## src/hw/rtl/phd_pkg.sv

```systemverilog
package phd_pkg;

    // result status codes
    localparam logic [1:0] ST_DONE  = 2'd0;
    localparam logic [1:0] ST_END   = 2'd1;
    localparam logic [1:0] ST_BAD   = 2'd2;
    localparam logic [1:0] ST_TRUNC = 2'd3;

    // tag byte classes, taken from the top two bits
    localparam logic [1:0] TAG_OLD = 2'b10;
    localparam logic [1:0] TAG_NEW = 2'b11;

    // old-format length types
    localparam logic [1:0] OLD_LEN_1   = 2'd0;
    localparam logic [1:0] OLD_LEN_2   = 2'd1;
    localparam logic [1:0] OLD_LEN_4   = 2'd2;
    localparam logic [1:0] OLD_LEN_BAD = 2'd3;

    // new-format length byte limits
    localparam logic [7:0]  NEW_TWO_BYTE = 8'hc0;
    localparam logic [7:0]  NEW_BAD      = 8'he0;
    localparam logic [7:0]  NEW_HI_MASK  = 8'h3f;
    localparam logic [31:0] NEW_OFFSET   = 32'd192;

    typedef struct packed {
        logic [7:0] data_byte;
        logic       end_of_data;
    } in_t;

    typedef struct packed {
        logic [1:0]  status;
        logic [7:0]  tag_byte;
        logic [31:0] packet_length;
        logic [31:0] header_position;
    } out_t;

endpackage

```

## src/hw/rtl/packet_header_decoder.sv

```systemverilog
// Packet header decoder: parses tagged packet headers from a byte stream.
// Byte channel (byte_valid, byte_stall, byte_data): one stream byte per
// transfer, or an end-of-data mark when byte_data.end_of_data is set.
// Result channel (result_valid, result_stall, result_data): one transfer
// per finished header, rejected header, truncated header or end mark;
// bytes inside a header produce no result.
// Throughput is one byte per cycle while result_stall does not hold the
// output register: each byte waits in the input register, the tag, length
// and offset state is updated in a single pass, then the result is held in
// the output register.
// When the receiver stalls, the output register holds its result and the
// input register keeps its byte; byte_stall rises only while both are full
// and result_stall is high.
// Reset clears the valid flags of both registers, returns the parser to
// waiting for a tag byte and clears the stream offset to zero.
module packet_header_decoder (
    input  logic          clk,
    input  logic          rst_n,
    input  logic          byte_valid,
    output logic          byte_stall,
    input  phd_pkg::in_t  byte_data,
    output logic          result_valid,
    input  logic          result_stall,
    output phd_pkg::out_t result_data
);

    logic          s1_valid_reg, s1_valid_next;
    phd_pkg::in_t  s1_item_reg;
    logic          out_valid_reg, out_valid_next;
    phd_pkg::out_t out_data_reg;

    logic          accept;
    logic          advance;
    logic          fire;
    phd_pkg::out_t result;

    // handshake control
    assign advance    = s1_valid_reg && (!out_valid_reg || !result_stall);
    assign byte_stall = s1_valid_reg && !advance;
    assign accept     = byte_valid && !byte_stall;

    always_comb
    begin
        s1_valid_next = s1_valid_reg;
        if (accept)
            s1_valid_next = 1'b1;
        else if (advance)
            s1_valid_next = 1'b0;

        out_valid_next = out_valid_reg;
        if (advance)
            out_valid_next = fire;
        else if (out_valid_reg && !result_stall)
            out_valid_next = 1'b0;
    end

    phd_parse u_parse (
        .clk    (clk),
        .rst_n  (rst_n),
        .step   (advance),
        .item   (s1_item_reg),
        .fire   (fire),
        .result (result)
    );

    // valid flags
    always_ff @(posedge clk or negedge rst_n)
    begin
        if (!rst_n)
        begin
            s1_valid_reg  <= 1'b0;
            out_valid_reg <= 1'b0;
        end
        else
        begin
            s1_valid_reg  <= s1_valid_next;
            out_valid_reg <= out_valid_next;
        end
    end

    // payload registers
    always_ff @(posedge clk)
    begin
        if (accept)
            s1_item_reg <= byte_data;
        if (advance && fire)
            out_data_reg <= result;
    end

    assign result_valid = out_valid_reg;
    assign result_data  = out_data_reg;

endmodule

```

## src/hw/rtl/phd_parse.sv

```systemverilog
module phd_parse (
    input  logic          clk,
    input  logic          rst_n,
    input  logic          step,
    input  phd_pkg::in_t  item,
    output logic          fire,
    output phd_pkg::out_t result
);

    typedef enum logic [3:0] {
        PH_WAIT = 4'b0001,
        PH_OLD  = 4'b0010,
        PH_NEW1 = 4'b0100,
        PH_NEW2 = 4'b1000
    } phase_t;

    phase_t      phase_reg, phase_next;
    logic [7:0]  held_tag_reg, held_tag_next;
    logic [31:0] acc_reg, acc_next;
    logic [2:0]  left_reg, left_next;
    logic [31:0] offset_reg, offset_next;
    logic [31:0] tag_offset_reg, tag_offset_next;

    logic [7:0]  b;
    logic [2:0]  left_dec;
    logic [31:0] acc_shift;

    assign b         = item.data_byte;
    assign left_dec  = left_reg - 3'd1;
    assign acc_shift = {acc_reg[23:0], 8'h00};

    // header parse for one byte or end mark
    always_comb
    begin
        phase_next      = phase_reg;
        held_tag_next   = held_tag_reg;
        acc_next        = acc_reg;
        left_next       = left_reg;
        offset_next     = offset_reg;
        tag_offset_next = tag_offset_reg;
        fire            = 1'b0;
        result          = '0;

        if (item.end_of_data)
        begin
            fire = 1'b1;
            if (phase_reg == PH_WAIT)
            begin
                result.status          = phd_pkg::ST_END;
                result.header_position = offset_reg;
            end
            else
            begin
                result.status          = phd_pkg::ST_TRUNC;
                result.header_position = tag_offset_reg;
            end
        end
        else
        begin
            offset_next = offset_reg + 32'd1;
            unique case (phase_reg)
                PH_WAIT:
                begin
                    held_tag_next   = b;
                    tag_offset_next = offset_reg;
                    acc_next        = '0;
                    if (b[7:6] == phd_pkg::TAG_OLD)
                    begin
                        unique case (b[1:0])
                            phd_pkg::OLD_LEN_1:   left_next = 3'd1;
                            phd_pkg::OLD_LEN_2:   left_next = 3'd2;
                            phd_pkg::OLD_LEN_4:   left_next = 3'd4;
                            phd_pkg::OLD_LEN_BAD: left_next = 3'd0;
                        endcase
                        if (b[1:0] == phd_pkg::OLD_LEN_BAD)
                        begin
                            fire                   = 1'b1;
                            result.status          = phd_pkg::ST_BAD;
                            result.header_position = offset_reg;
                        end
                        else
                        begin
                            phase_next = PH_OLD;
                        end
                    end
                    else if (b[7:6] == phd_pkg::TAG_NEW)
                    begin
                        phase_next = PH_NEW1;
                    end
                    else
                    begin
                        fire                   = 1'b1;
                        result.status          = phd_pkg::ST_BAD;
                        result.header_position = offset_reg;
                    end
                end
                PH_OLD:
                begin
                    acc_next  = acc_shift | {24'd0, b};
                    left_next = left_dec;
                    if (left_dec == 3'd0)
                    begin
                        fire                   = 1'b1;
                        result.status          = phd_pkg::ST_DONE;
                        result.tag_byte        = held_tag_reg;
                        result.packet_length   = acc_shift | {24'd0, b};
                        result.header_position = tag_offset_reg;
                    end
                end
                PH_NEW1:
                begin
                    if (b < phd_pkg::NEW_TWO_BYTE)
                    begin
                        fire                   = 1'b1;
                        result.status          = phd_pkg::ST_DONE;
                        result.tag_byte        = held_tag_reg;
                        result.packet_length   = {24'd0, b};
                        result.header_position = tag_offset_reg;
                    end
                    else if (b < phd_pkg::NEW_BAD)
                    begin
                        acc_next   = {24'd0, b & phd_pkg::NEW_HI_MASK};
                        phase_next = PH_NEW2;
                    end
                    else
                    begin
                        fire                   = 1'b1;
                        result.status          = phd_pkg::ST_BAD;
                        result.header_position = tag_offset_reg;
                    end
                end
                PH_NEW2:
                begin
                    acc_next               = acc_shift + {24'd0, b} + phd_pkg::NEW_OFFSET;
                    fire                   = 1'b1;
                    result.status          = phd_pkg::ST_DONE;
                    result.tag_byte        = held_tag_reg;
                    result.packet_length   = acc_shift + {24'd0, b} + phd_pkg::NEW_OFFSET;
                    result.header_position = tag_offset_reg;
                end
                default:
                begin
                    phase_next = PH_WAIT;
                end
            endcase
        end

        // any result sends the parser back to waiting for a tag
        if (fire)
        begin
            phase_next = PH_WAIT;
            left_next  = 3'd0;
        end
    end

    // parser state
    always_ff @(posedge clk or negedge rst_n)
    begin
        if (!rst_n)
        begin
            phase_reg      <= PH_WAIT;
            held_tag_reg   <= '0;
            acc_reg        <= '0;
            left_reg       <= '0;
            offset_reg     <= '0;
            tag_offset_reg <= '0;
        end
        else if (step)
        begin
            phase_reg      <= phase_next;
            held_tag_reg   <= held_tag_next;
            acc_reg        <= acc_next;
            left_reg       <= left_next;
            offset_reg     <= offset_next;
            tag_offset_reg <= tag_offset_next;
        end
    end

endmodule

```

## config.mk

```make
export PLATFORM = sky130hd
export DESIGN_NAME = packet_header_decoder
export DESIGN_NICKNAME = d
export VERILOG_FILES = /design/src/hw/rtl/phd_pkg.sv /design/src/hw/rtl/packet_header_decoder.sv /design/src/hw/rtl/phd_parse.sv
export SDC_FILE = /design/constraint.sdc
export NUM_CORES = 1
export LEC_CHECK = 0
export ABC_CLOCK_PERIOD_IN_PS = 4400
export BUFFER_PORTS_ARGS = -buffer_cell sky130_fd_sc_hd__buf_2
export CORE_MARGIN = 3
export CORE_UTILIZATION = 33
export DETAILED_ROUTE_END_ITERATION = 7
export PLACE_DENSITY = 0.53
export SETUP_SLACK_MARGIN = 0.2
export SLEW_MARGIN = 40
export SYNTH_ARGS = -nofsm -noshare
export SYNTH_HDL_FRONTEND = slang
export SYNTH_SLANG_ARGS = --single-unit
```

## constraint.sdc

```tcl
create_clock -name clk -period 4.4 [get_ports clk]
set_clock_uncertainty 0.15 [all_clocks]
set_input_delay 0.66 -clock clk [delete_from_list [all_inputs] [get_ports clk]]
set_output_delay 0.66 -clock clk [all_outputs]
set_load 0.01 [all_outputs]
```

Word level (Yosys, flattened, before mapping)
Cells that the tools add are included.
- bits in registers: 188
- bits of input ports: 13
- logic and storage cells: 109
- add/sub/neg operators: 4
- magnitude comparators: 2
- eq/ne operators: 18
- mux-type cells: 47
- bitwise gates (word level): 2
- reductions and logical operators: 22
- operator list (cell ; number):
    two-way mux 32 bit ; 7
    case mux 32 bit (4 select lines) ; 1
    case mux 40 bit (3 select lines) ; 1
    case mux 24 bit (4 select lines) ; 1
    two-way mux 72 bit ; 1
    two-way mux 24 bit ; 2
    two-way mux 40 bit ; 1
    adder 32 x 1 -> 32 bit (second input constant) ; 1
    adder 32 x 8 -> 32 bit ; 1
    adder 32 x 8 -> 32 bit (second input constant) ; 1
    OR 32 x 8 -> 32 bit ; 1
    two-way mux 4 bit ; 7
    less-than comparator 8 bit (second input constant) ; 2
    two-way mux 2 bit ; 7
    case mux 3 bit (4 select lines) ; 1
    case mux 4 bit (3 select lines) ; 1
    two-way mux 1 bit ; 11
    two-way mux 3 bit ; 3
    == test 2 bit (second input constant) ; 4
    inequality test 4 bit (second input constant) ; 2
    AND reduction 7 bit ; 1
    inequality test 2 x 1 -> 1 bit (second input constant) ; 3
    inequality test 3 bit (second input constant) ; 2
    case mux 2 bit (3 select lines) ; 1
    24 further kinds ; 32

Longest topological paths before layout
Gate-level depths: netlist (run 1).
- depth in word-level cells: 8
- gate-level depth with buffers: 8
- mapped depth without buffers: 7

Cells and area by module
A second synthesis (run 1) with hierarchy kept.
- cell total of the unflattened synthesis: 720
- area total of the unflattened synthesis: 8615.8 µm²
- modules (own cells, without submodules) (module ; times used ; cells an instance ; area each (µm²) ; seq. area each (µm²)):
    phd_parse ; 1 ; 626 ; 6024.5 ; 2578.7
    packet_header_decoder ; 1 ; 94 ; 2591.2 ; 2542.4

Worst setup path after synthesis (run 1)
OpenSTA, ideal clock, no wires.
- kind: reg-to-reg
- start point: register s1_item_reg[7] (netlist bit)
- end point: register out_data_reg, in the netlist result_data[0] (enable)
- setup time: 442 ps
- arrival time: 3236 ps
- slack: 572 ps
- stages on the path, launching flop included: 7
- buffers on the path: 0
- cells stage by stage: edfxtp_1 inv_1 ha_1 nor2_1 a311oi_1 o221ai_2 and2_1
- longest elaborated chain between the ends: 6
- elaborated cells between the ends (all ways): 11
- RTL lines (what ; line ; text):
    from (decl) ; packet_header_decoder.sv:28 ; phd_pkg::in_t s1_item_reg;
    from (signal assigned) ; packet_header_decoder.sv:85 ; s1_item_reg <= byte_data;
    less-than comparator 8 bit or == test 2 bit (tied branches) ; phd_parse.sv:120, phd_parse.sv:86 ;
    two-way mux 1 bit (on tied branches) ; phd_parse.sv:120, phd_parse.sv:86 ;
    two-way mux 1 bit (on tied branches) ; phd_parse.sv:112, phd_parse.sv:67 ;
    case mux 1 bit (4 select lines) (*) ; phd_parse.sv:61 ; unique case (phase_reg)
    two-way mux 1 bit (*) ; phd_parse.sv:44 ; if (item.end_of_data)
    logical AND 1 bit (*) ; packet_header_decoder.sv:86 ; if (advance && fire)
    to (signal assigned) ; packet_header_decoder.sv:87 ; out_data_reg <= result;
    to (decl) ; packet_header_decoder.sv:30 ; phd_pkg::out_t out_data_reg;
Every way passes the cells marked *; elsewhere a longest branch is shown, timed or not.
A chain may end at the register's enable or synchronous reset.

Worst setup path after layout (run 1)
- start point: register u_parse.phase_reg[1]
- end point: register out_data_reg, in the netlist result_data[61] (enable)
- longest elaborated chain between the ends: 4
- elaborated cells between the ends (all ways): 7
- RTL lines (what ; line ; text):
    from (decl) ; phd_parse.sv:17 ; phase_t phase_reg, phase_next;
    from (signal assigned) ; phd_parse.sv:170 ; phase_reg <= phase_next;
    == test 4 bit, or another cell as far along ; phd_parse.sv:61 ;
    case mux 1 bit (4 select lines) (*) ; phd_parse.sv:61 ;
    two-way mux 1 bit (*) ; phd_parse.sv:44 ;
    logical AND 1 bit (*) ; packet_header_decoder.sv:86 ;
Marked as above.

==> results of run 1 <==
area by class of cell:
| class | count | area (sq um) | share of cell area |
|---|---|---|---|
| inverter | 16 | 60.1 | 0.00596 |
| clock inverter | 15 | 196 | 0.0195 |
| sequential | 188 | 5120 | 0.508 |
| clock buffer | 17 | 425 | 0.0422 |
| multi-input combinational | 485 | 3300 | 0.327 |
| tap | 330 | 413 | 0.0410 |
| timing repair buffer | 99 | 562 | 0.0558 |
placed cells by master (no fill, tap or decap), types with 12 or more instances in the layout:
cell	Yosys	routed
mux2_2	40	40
a22o_1	43	43
inv_1	16	16
buf_2	16	87
nand2_1	75	75
and2_1	21	20
dfrtp_1	104	104
xnor2_1	24	24
o21ai_0	31	31
nor3_1	15	15
edfxtp_1	83	83
a31oi_1	12	12
nand4_1	12	12
nor2_1	43	41
a21oi_1	26	25
nand3_1	21	21
clkbuf_16	0	17
critical path, stage by stage, from the launching register on:
cell      delay (ns)
dfrtp_1         0.57
nor4b_2         0.26
buf_4           0.25
nand3_1         0.53
o221ai_2        0.38
and2_4          0.59
buf_12          0.29
path summary, 6_finish.rpt:
path	cells after the start	slack, ns	to
max reg2reg	6	1.0	result_data[61]
min	1	0.02	u_parse.tag_offset_reg[12]
max in group asynchronous	2	3.23	u_parse.phase_reg[0]
min in group clk	1	0.23	s1_item_reg[4]
max	6	1.0	result_data[61]
min reg2reg	1	0.34	u_parse.offset_reg[31]
layer usage:
layer	GRT usage	part of all wire	up-vias
met1	0.199	0.47	2918
met3	0.0261	0.044	16
li1	-	-	2869
met2	0.230	0.48	159
met5	0	0	-
met4	0.0430	0.011	0
metrics by stage:
step                cells  hold WS [ns]   util
floorplan             729         0.214      -
global route         1150        0.0546  0.396
global placement     1117         0.331  0.370
CTS                  1149         0.173  0.394
finish               1150        0.0214  0.396
detailed placement   1117         0.334  0.370
power by group through the flow:
stage | Clock (W) | Sequential, W | Combinational [W]
2_1_floorplan | 0 | 0.00243 | 0.000595
3_3_place_gp | 0 | 0.00239 | 0.00107
3_5_place_dp | 0 | 0.00239 | 0.00106
4_1_cts | 0.00165 | 0.00236 | 0.00107
5_1_grt | 0.00172 | 0.00239 | 0.00120
6_report | 0.00160 | 0.00235 | 0.00110
logic make-up after synthesis:
kind of cell	share of synthesized area
muxes	0.0532
DFF	0.592
adders and majority gates	0.0116
AOI/OAI and AO/OA	0.134
and+or+nand+nor	0.146
buffers and inverters	0.0299
xor gates and xnor gates	0.0334
==> impl_metrics.tcl, run 1 <==
set metrics [dict create \
    antenna_found_initial 0 \
    fin_area_sq_um 10100 \
    hp-class "in -> async" \
    cts_buffer_depth 2 \
    initial_core_util 0.340 \
    post_synth_instance_area_sq_um 8660 \
    syn_avg_cell_area_sq_um 11.9 \
    status "finished, final reports clean" \
    largest_reg_flops 74 \
    wl_per_cell_um 17.2 \
    rsz0062_at_grt "false" \
    clockPowerShare 0.317 \
    drc_errors 0 \
    period_needed_ns 3.40 \
    rows 58 \
    die_h_um 168 \
    synth_warnings 0 \
    layout-drive-gt1-share 0.237 \
    maxSlewViolCount 0 \
    period_share 0.774 \
    worstMarginPinSlew_ns 0.801 \
    r2r-start "u_parse.phase_reg[1]" \
    relSlewSlack 0.464 \
    critPathLaunch "u_parse.phase_reg[1]" \
    fillers 2426 \
    cap_violations 0 \
    hold_buffers 0 \
    vias_per_cell 5.18 \
    p_switching_w 0.00166 \
    numPortBuffers 88 \
    crit_path_end_kind "flop" \
    power_w 0.00505 \
    first_iter_violations 343 \
    leakagePower_nw 4.13 \
    synth_commonest_cells "dfrtp_1, edfxtp_1, nand2_1" \
    grt_use_total 0.143 \
    syn_nets 750 \
    fmax_mhz 294 \
    placed_area_sq_um 9420 \
    path_max_fanout 40 \
    finalSetupTns_ns 0 \
    start_kind "flop" \
    power_frac_seq 0.466 \
    grt_max_degree 65 \
    seq_area_frac_synth 0.592 \
    pin_count 89 \
    gp_congestion 0.839 \
    ir_drop_mv 0.262 \
    ant_nets 0 \
    crit_type "reg -> reg" \
    nNetsFinal 828 \
    cp.required_ns 4.36 \
    p_int_w 0.00339 \
    synthArstFlopShare 0.559 \
    post-synth-top-count-cell "dfrtp_1" \
    power-per-cell-area_nw_per_um2 501 \
    hold_viol_final 0 \
    synth_cell_types 69 \
    ctsResizeCount 0 \
    cts_setup_buffers 0 \
    dieArea_sq_um 28200 \
    ys_top_cells_by_area "dfrtp_1, edfxtp_1, mux2_2" \
    synth-seq-cells 188 \
    dp_slack_ns 1.01 \
    grt-ovfl-total 0 \
    ys.flop_type "dfrtp_1" \
    fin_ws_ns 0.995 \
    grt_pass1_wl_um 32400 \
    report.final.setup_viol 0 \
    h-tree-depth 4 \
    comb_power_share 0.217 \
    area_growth_pct 16.4 \
    root_buffer "clkbuf_16" \
    first_global_vias 5898 \
    firstDrtPassIters 5 \
    cts_tree "built" \
    num_vias 5962 \
    yosys.area.top_type_share 0.301 \
    fp.dieW_um 168 \
    cts_inserted_buffers 17 \
    core_area_sq_um 25500 \
    cts_sinks 188 \
    netlist_instances 729 \
    synth_top_area_cell "dfrtp_1" \
    dp_hpwl_um 12900 \
    worstSkewPairLatency_ns 0.45 \
    n_antenna_cell 0 \
    crit_arrival_ns 3.37 \
    synth_edf_count 83 \
    finalWirelength_um 19800 \
    cts.clk_slew.worst_paths_ns 0.09 \
    swShare 0.328 \
]
Note: power is estimated with default switching activity, not from simulation.
==> inputs of run 2 (changes only) <==
- ABC_AREA: unset -> 1
- ABC_CLOCK_PERIOD_IN_PS: 4400 -> 3400
- PLACE_DENSITY: 0.53 -> 0.52
- clock period: 4.4 -> 3.4 ns (I/O delays scaled with it)
==> run 2 against run 1 <==
Compared with the run above:
- critical path type unchanged
- hold slack improved by 0.079 ns
- register-to-register slack got worse by 0.25 ns
- highest routed layer unchanged
- routed wire length up 31%
- first-iteration DRC count grew 48%
- worst setup slack worse by 0.25 ns
- largest power group unchanged
==> impl_metrics.tcl, run 2 <==
set metrics [dict create \
    status "finished, final reports clean" \
    vias_per_cell 4.90 \
    cts.clk_slew.worst_paths_ns 0.07 \
    root_buffer "clkbuf_16" \
    ant_nets 0 \
    worstSkewPairLatency_ns 0.43 \
    num_vias 8181 \
    post_synth_instance_area_sq_um 9850 \
    antenna_found_initial 0 \
    core_area_sq_um 29100 \
    n_antenna_cell 0 \
    numPortBuffers 88 \
    path_max_fanout 41 \
    cts_tree "built" \
    grt_use_total 0.170 \
    crit_type "reg -> reg" \
    timing.critical_path.buf_inv 3 \
    syn_avg_cell_area_sq_um 8.22 \
    power_frac_seq 0.448 \
    seq_area_frac_synth 0.520 \
    drc_errors 0 \
    ys_top_cells_by_area "dfrtp_1, edfxtp_1, nand2_1" \
    synth_commonest_cells "nand2_1, nor2_1, inv_1" \
    synth-seq-cells 188 \
    hp-class "in -> reg" \
    fp.dieW_um 179 \
    crit_top_cell "nor2_1" \
    relSlewSlack 0.560 \
    grt-ovfl-total 0 \
    ctsResizeCount 0 \
    period_share 0.782 \
    mostFrequentLayoutCells "nand2_1, nor2_1, inv_1" \
    power-per-cell-area_nw_per_um2 652 \
    leakagePower_nw 4.65 \
    firstDrtPassIters 5 \
    hold_buffers 1 \
    crit_path_end_kind "flop" \
    die_h_um 179 \
    synth_edf_count 83 \
    crit_arrival_ns 2.58 \
    cts_buffer_depth 2 \
    hold_viol_final 0 \
    swShare 0.364 \
    rr_worst_depth 10 \
    nNetsFinal 1294 \
    synth_warnings 0 \
    layout-drive-gt1-share 0.130 \
    layout.cells.non_filler 1670 \
    critPathTopFamily "buffers and inverters" \
    start_kind "flop" \
    cp.required_ns 3.32 \
    final_common_cell "nand2_1" \
    cts_inserted_buffers 17 \
    cts_setup_buffers 0 \
    netlist_instances 1199 \
    ir_drop_mv 0.376 \
    synthArstFlopShare 0.559 \
    wl_per_cell_um 15.6 \
    syn_nets 1220 \
    place_inst 1637 \
    grt_pass1_wl_um 43200 \
    path_cells "inv_1 -> ha_1 -> nand2_1 -> o21ai_2 -> nor2_1 -> nor2_1 -> nand3_1 -> nand2_2 -> clkinvlp_4 -> buf_4" \
    maxSlewViolCount 0 \
    crit_path_max_incr_delay_ns 0.46 \
    synth_top_area_cell "dfrtp_1" \
    worstMarginPinSlew_ns 0.657 \
    finalWirelength_um 26000 \
    cap_violations 0 \
    p_int_w 0.00466 \
    first_iter_violations 508 \
    dieArea_sq_um 32000 \
    rows 62 \
    ys.flop_type "dfrtp_1" \
    period_needed_ns 2.66 \
    gp_congestion 0.888 \
    largest_reg_flops 74 \
    cts_sinks 188 \
    dp_hpwl_um 17800 \
    post-synth-top-count-cell "nand2_1" \
    slowest_stage "edfxtp_1" \
    comb_power_share 0.280 \
    fmax_mhz 376 \
    critical_path_depth 10 \
    clockPowerShare 0.272 \
    rsz0062_at_grt "false" \
    first_global_vias 8062 \
    initial_core_util 0.339 \
    yosys.area.top_type_share 0.264 \
    pin_count 89 \
    finalSetupTns_ns 0 \
    synth_cell_types 40 \
    grt_max_degree 51 \
    area_growth_pct 14.0 \
    p_switching_w 0.00267 \
    report.final.setup_viol 0 \
    whs_path_depth 1 \
    h-tree-depth 4 \
]
[run 2: cell types whose count changed after synthesis, moves of 40 or more]
cell / delta
nor2_1: +82
nand2_1: +258
mux2_2: -40
inv_1: +107
o21ai_0: +49
a22o_1: -43
[run 2: area by class of cell]
cell class	instances	area, sq um
fill	2958	17900
sequential	188	5120
multi-input combinational	835	3980
timing repair buffer	101	581
inverter	130	498
tap	384	480
clock buffer	18	429
clock inverter	14	143
[run 2: worst paths after layout]
check                                    start                       to  slack (ns)
worst min-delay path              byte_data[6]           s1_item_reg[6]        0.10
worst min register to register  s1_item_reg[3]  u_parse.held_tag_reg[2]        0.36
max in group asynchronous                rst_n  u_parse.held_tag_reg[6]        1.84
worst max-delay path            s1_item_reg[7]          result_data[14]        0.74
worst max register to register  s1_item_reg[7]          result_data[14]        0.74
min in group asynchronous                rst_n      u_parse.acc_reg[18]        0.47
[run 2: logic make-up (layout without fill, tap and decap cells)]
family | Yosys count | after routing | synth area share
simple gates | 579 | 579 | 0.246
fa+ha+maj | 8 | 8 | 0.0102
buf+inv | 176 | 263 | 0.0766
xor+xnor | 22 | 22 | 0.0203
compound gates | 226 | 226 | 0.127
flops | 188 | 188 | 0.520
[run 2: layer usage]
layer	track usage	vias up	share of wire
met4	0.0403	0	0.014
met2	0.260	191	0.44
met3	0.0275	26	0.042
met5	0	-	0
met1	0.252	3872	0.51
li1	-	4092	-
[run 2: worst register-to-register path: stages, from the launching register on]
cell and delay (ns):
edfxtp_1 0.46, inv_1 0.14, ha_1 0.30, nand2_1 0.11
o21ai_2 0.06, nor2_1 0.12, nor2_1 0.06, nand3_1 0.12
nand2_2 0.17, clkinvlp_4 0.12, buf_4 0.45
[run 2: stage by stage]
stage	hold slack, ns	setup slack, ns	area (sq um)	util	total power, W
3_3_place_gp	0.328	0.798	10700	0.366	0.00538
2_1_floorplan	0.0644	0.307	9850	-	0.00470
3_5_place_dp	0.345	0.716	10700	0.366	0.00540
6_report	0.101	0.741	11200	0.386	0.00733
5_1_grt	0.0889	0.472	11200	0.386	0.00783
4_1_cts	0.0854	0.683	11200	0.386	0.00742
[run 2: power groups by stage]
stage | Combinational [W] | Sequential (W) | Clock [W]
finish | 0.00205 | 0.00328 | 0.00199
global route | 0.00235 | 0.00335 | 0.00213
CTS | 0.00209 | 0.00328 | 0.00204
detailed placement | 0.00208 | 0.00332 | 0
global placement | 0.00206 | 0.00332 | 0
floorplan | 0.00134 | 0.00336 | 0
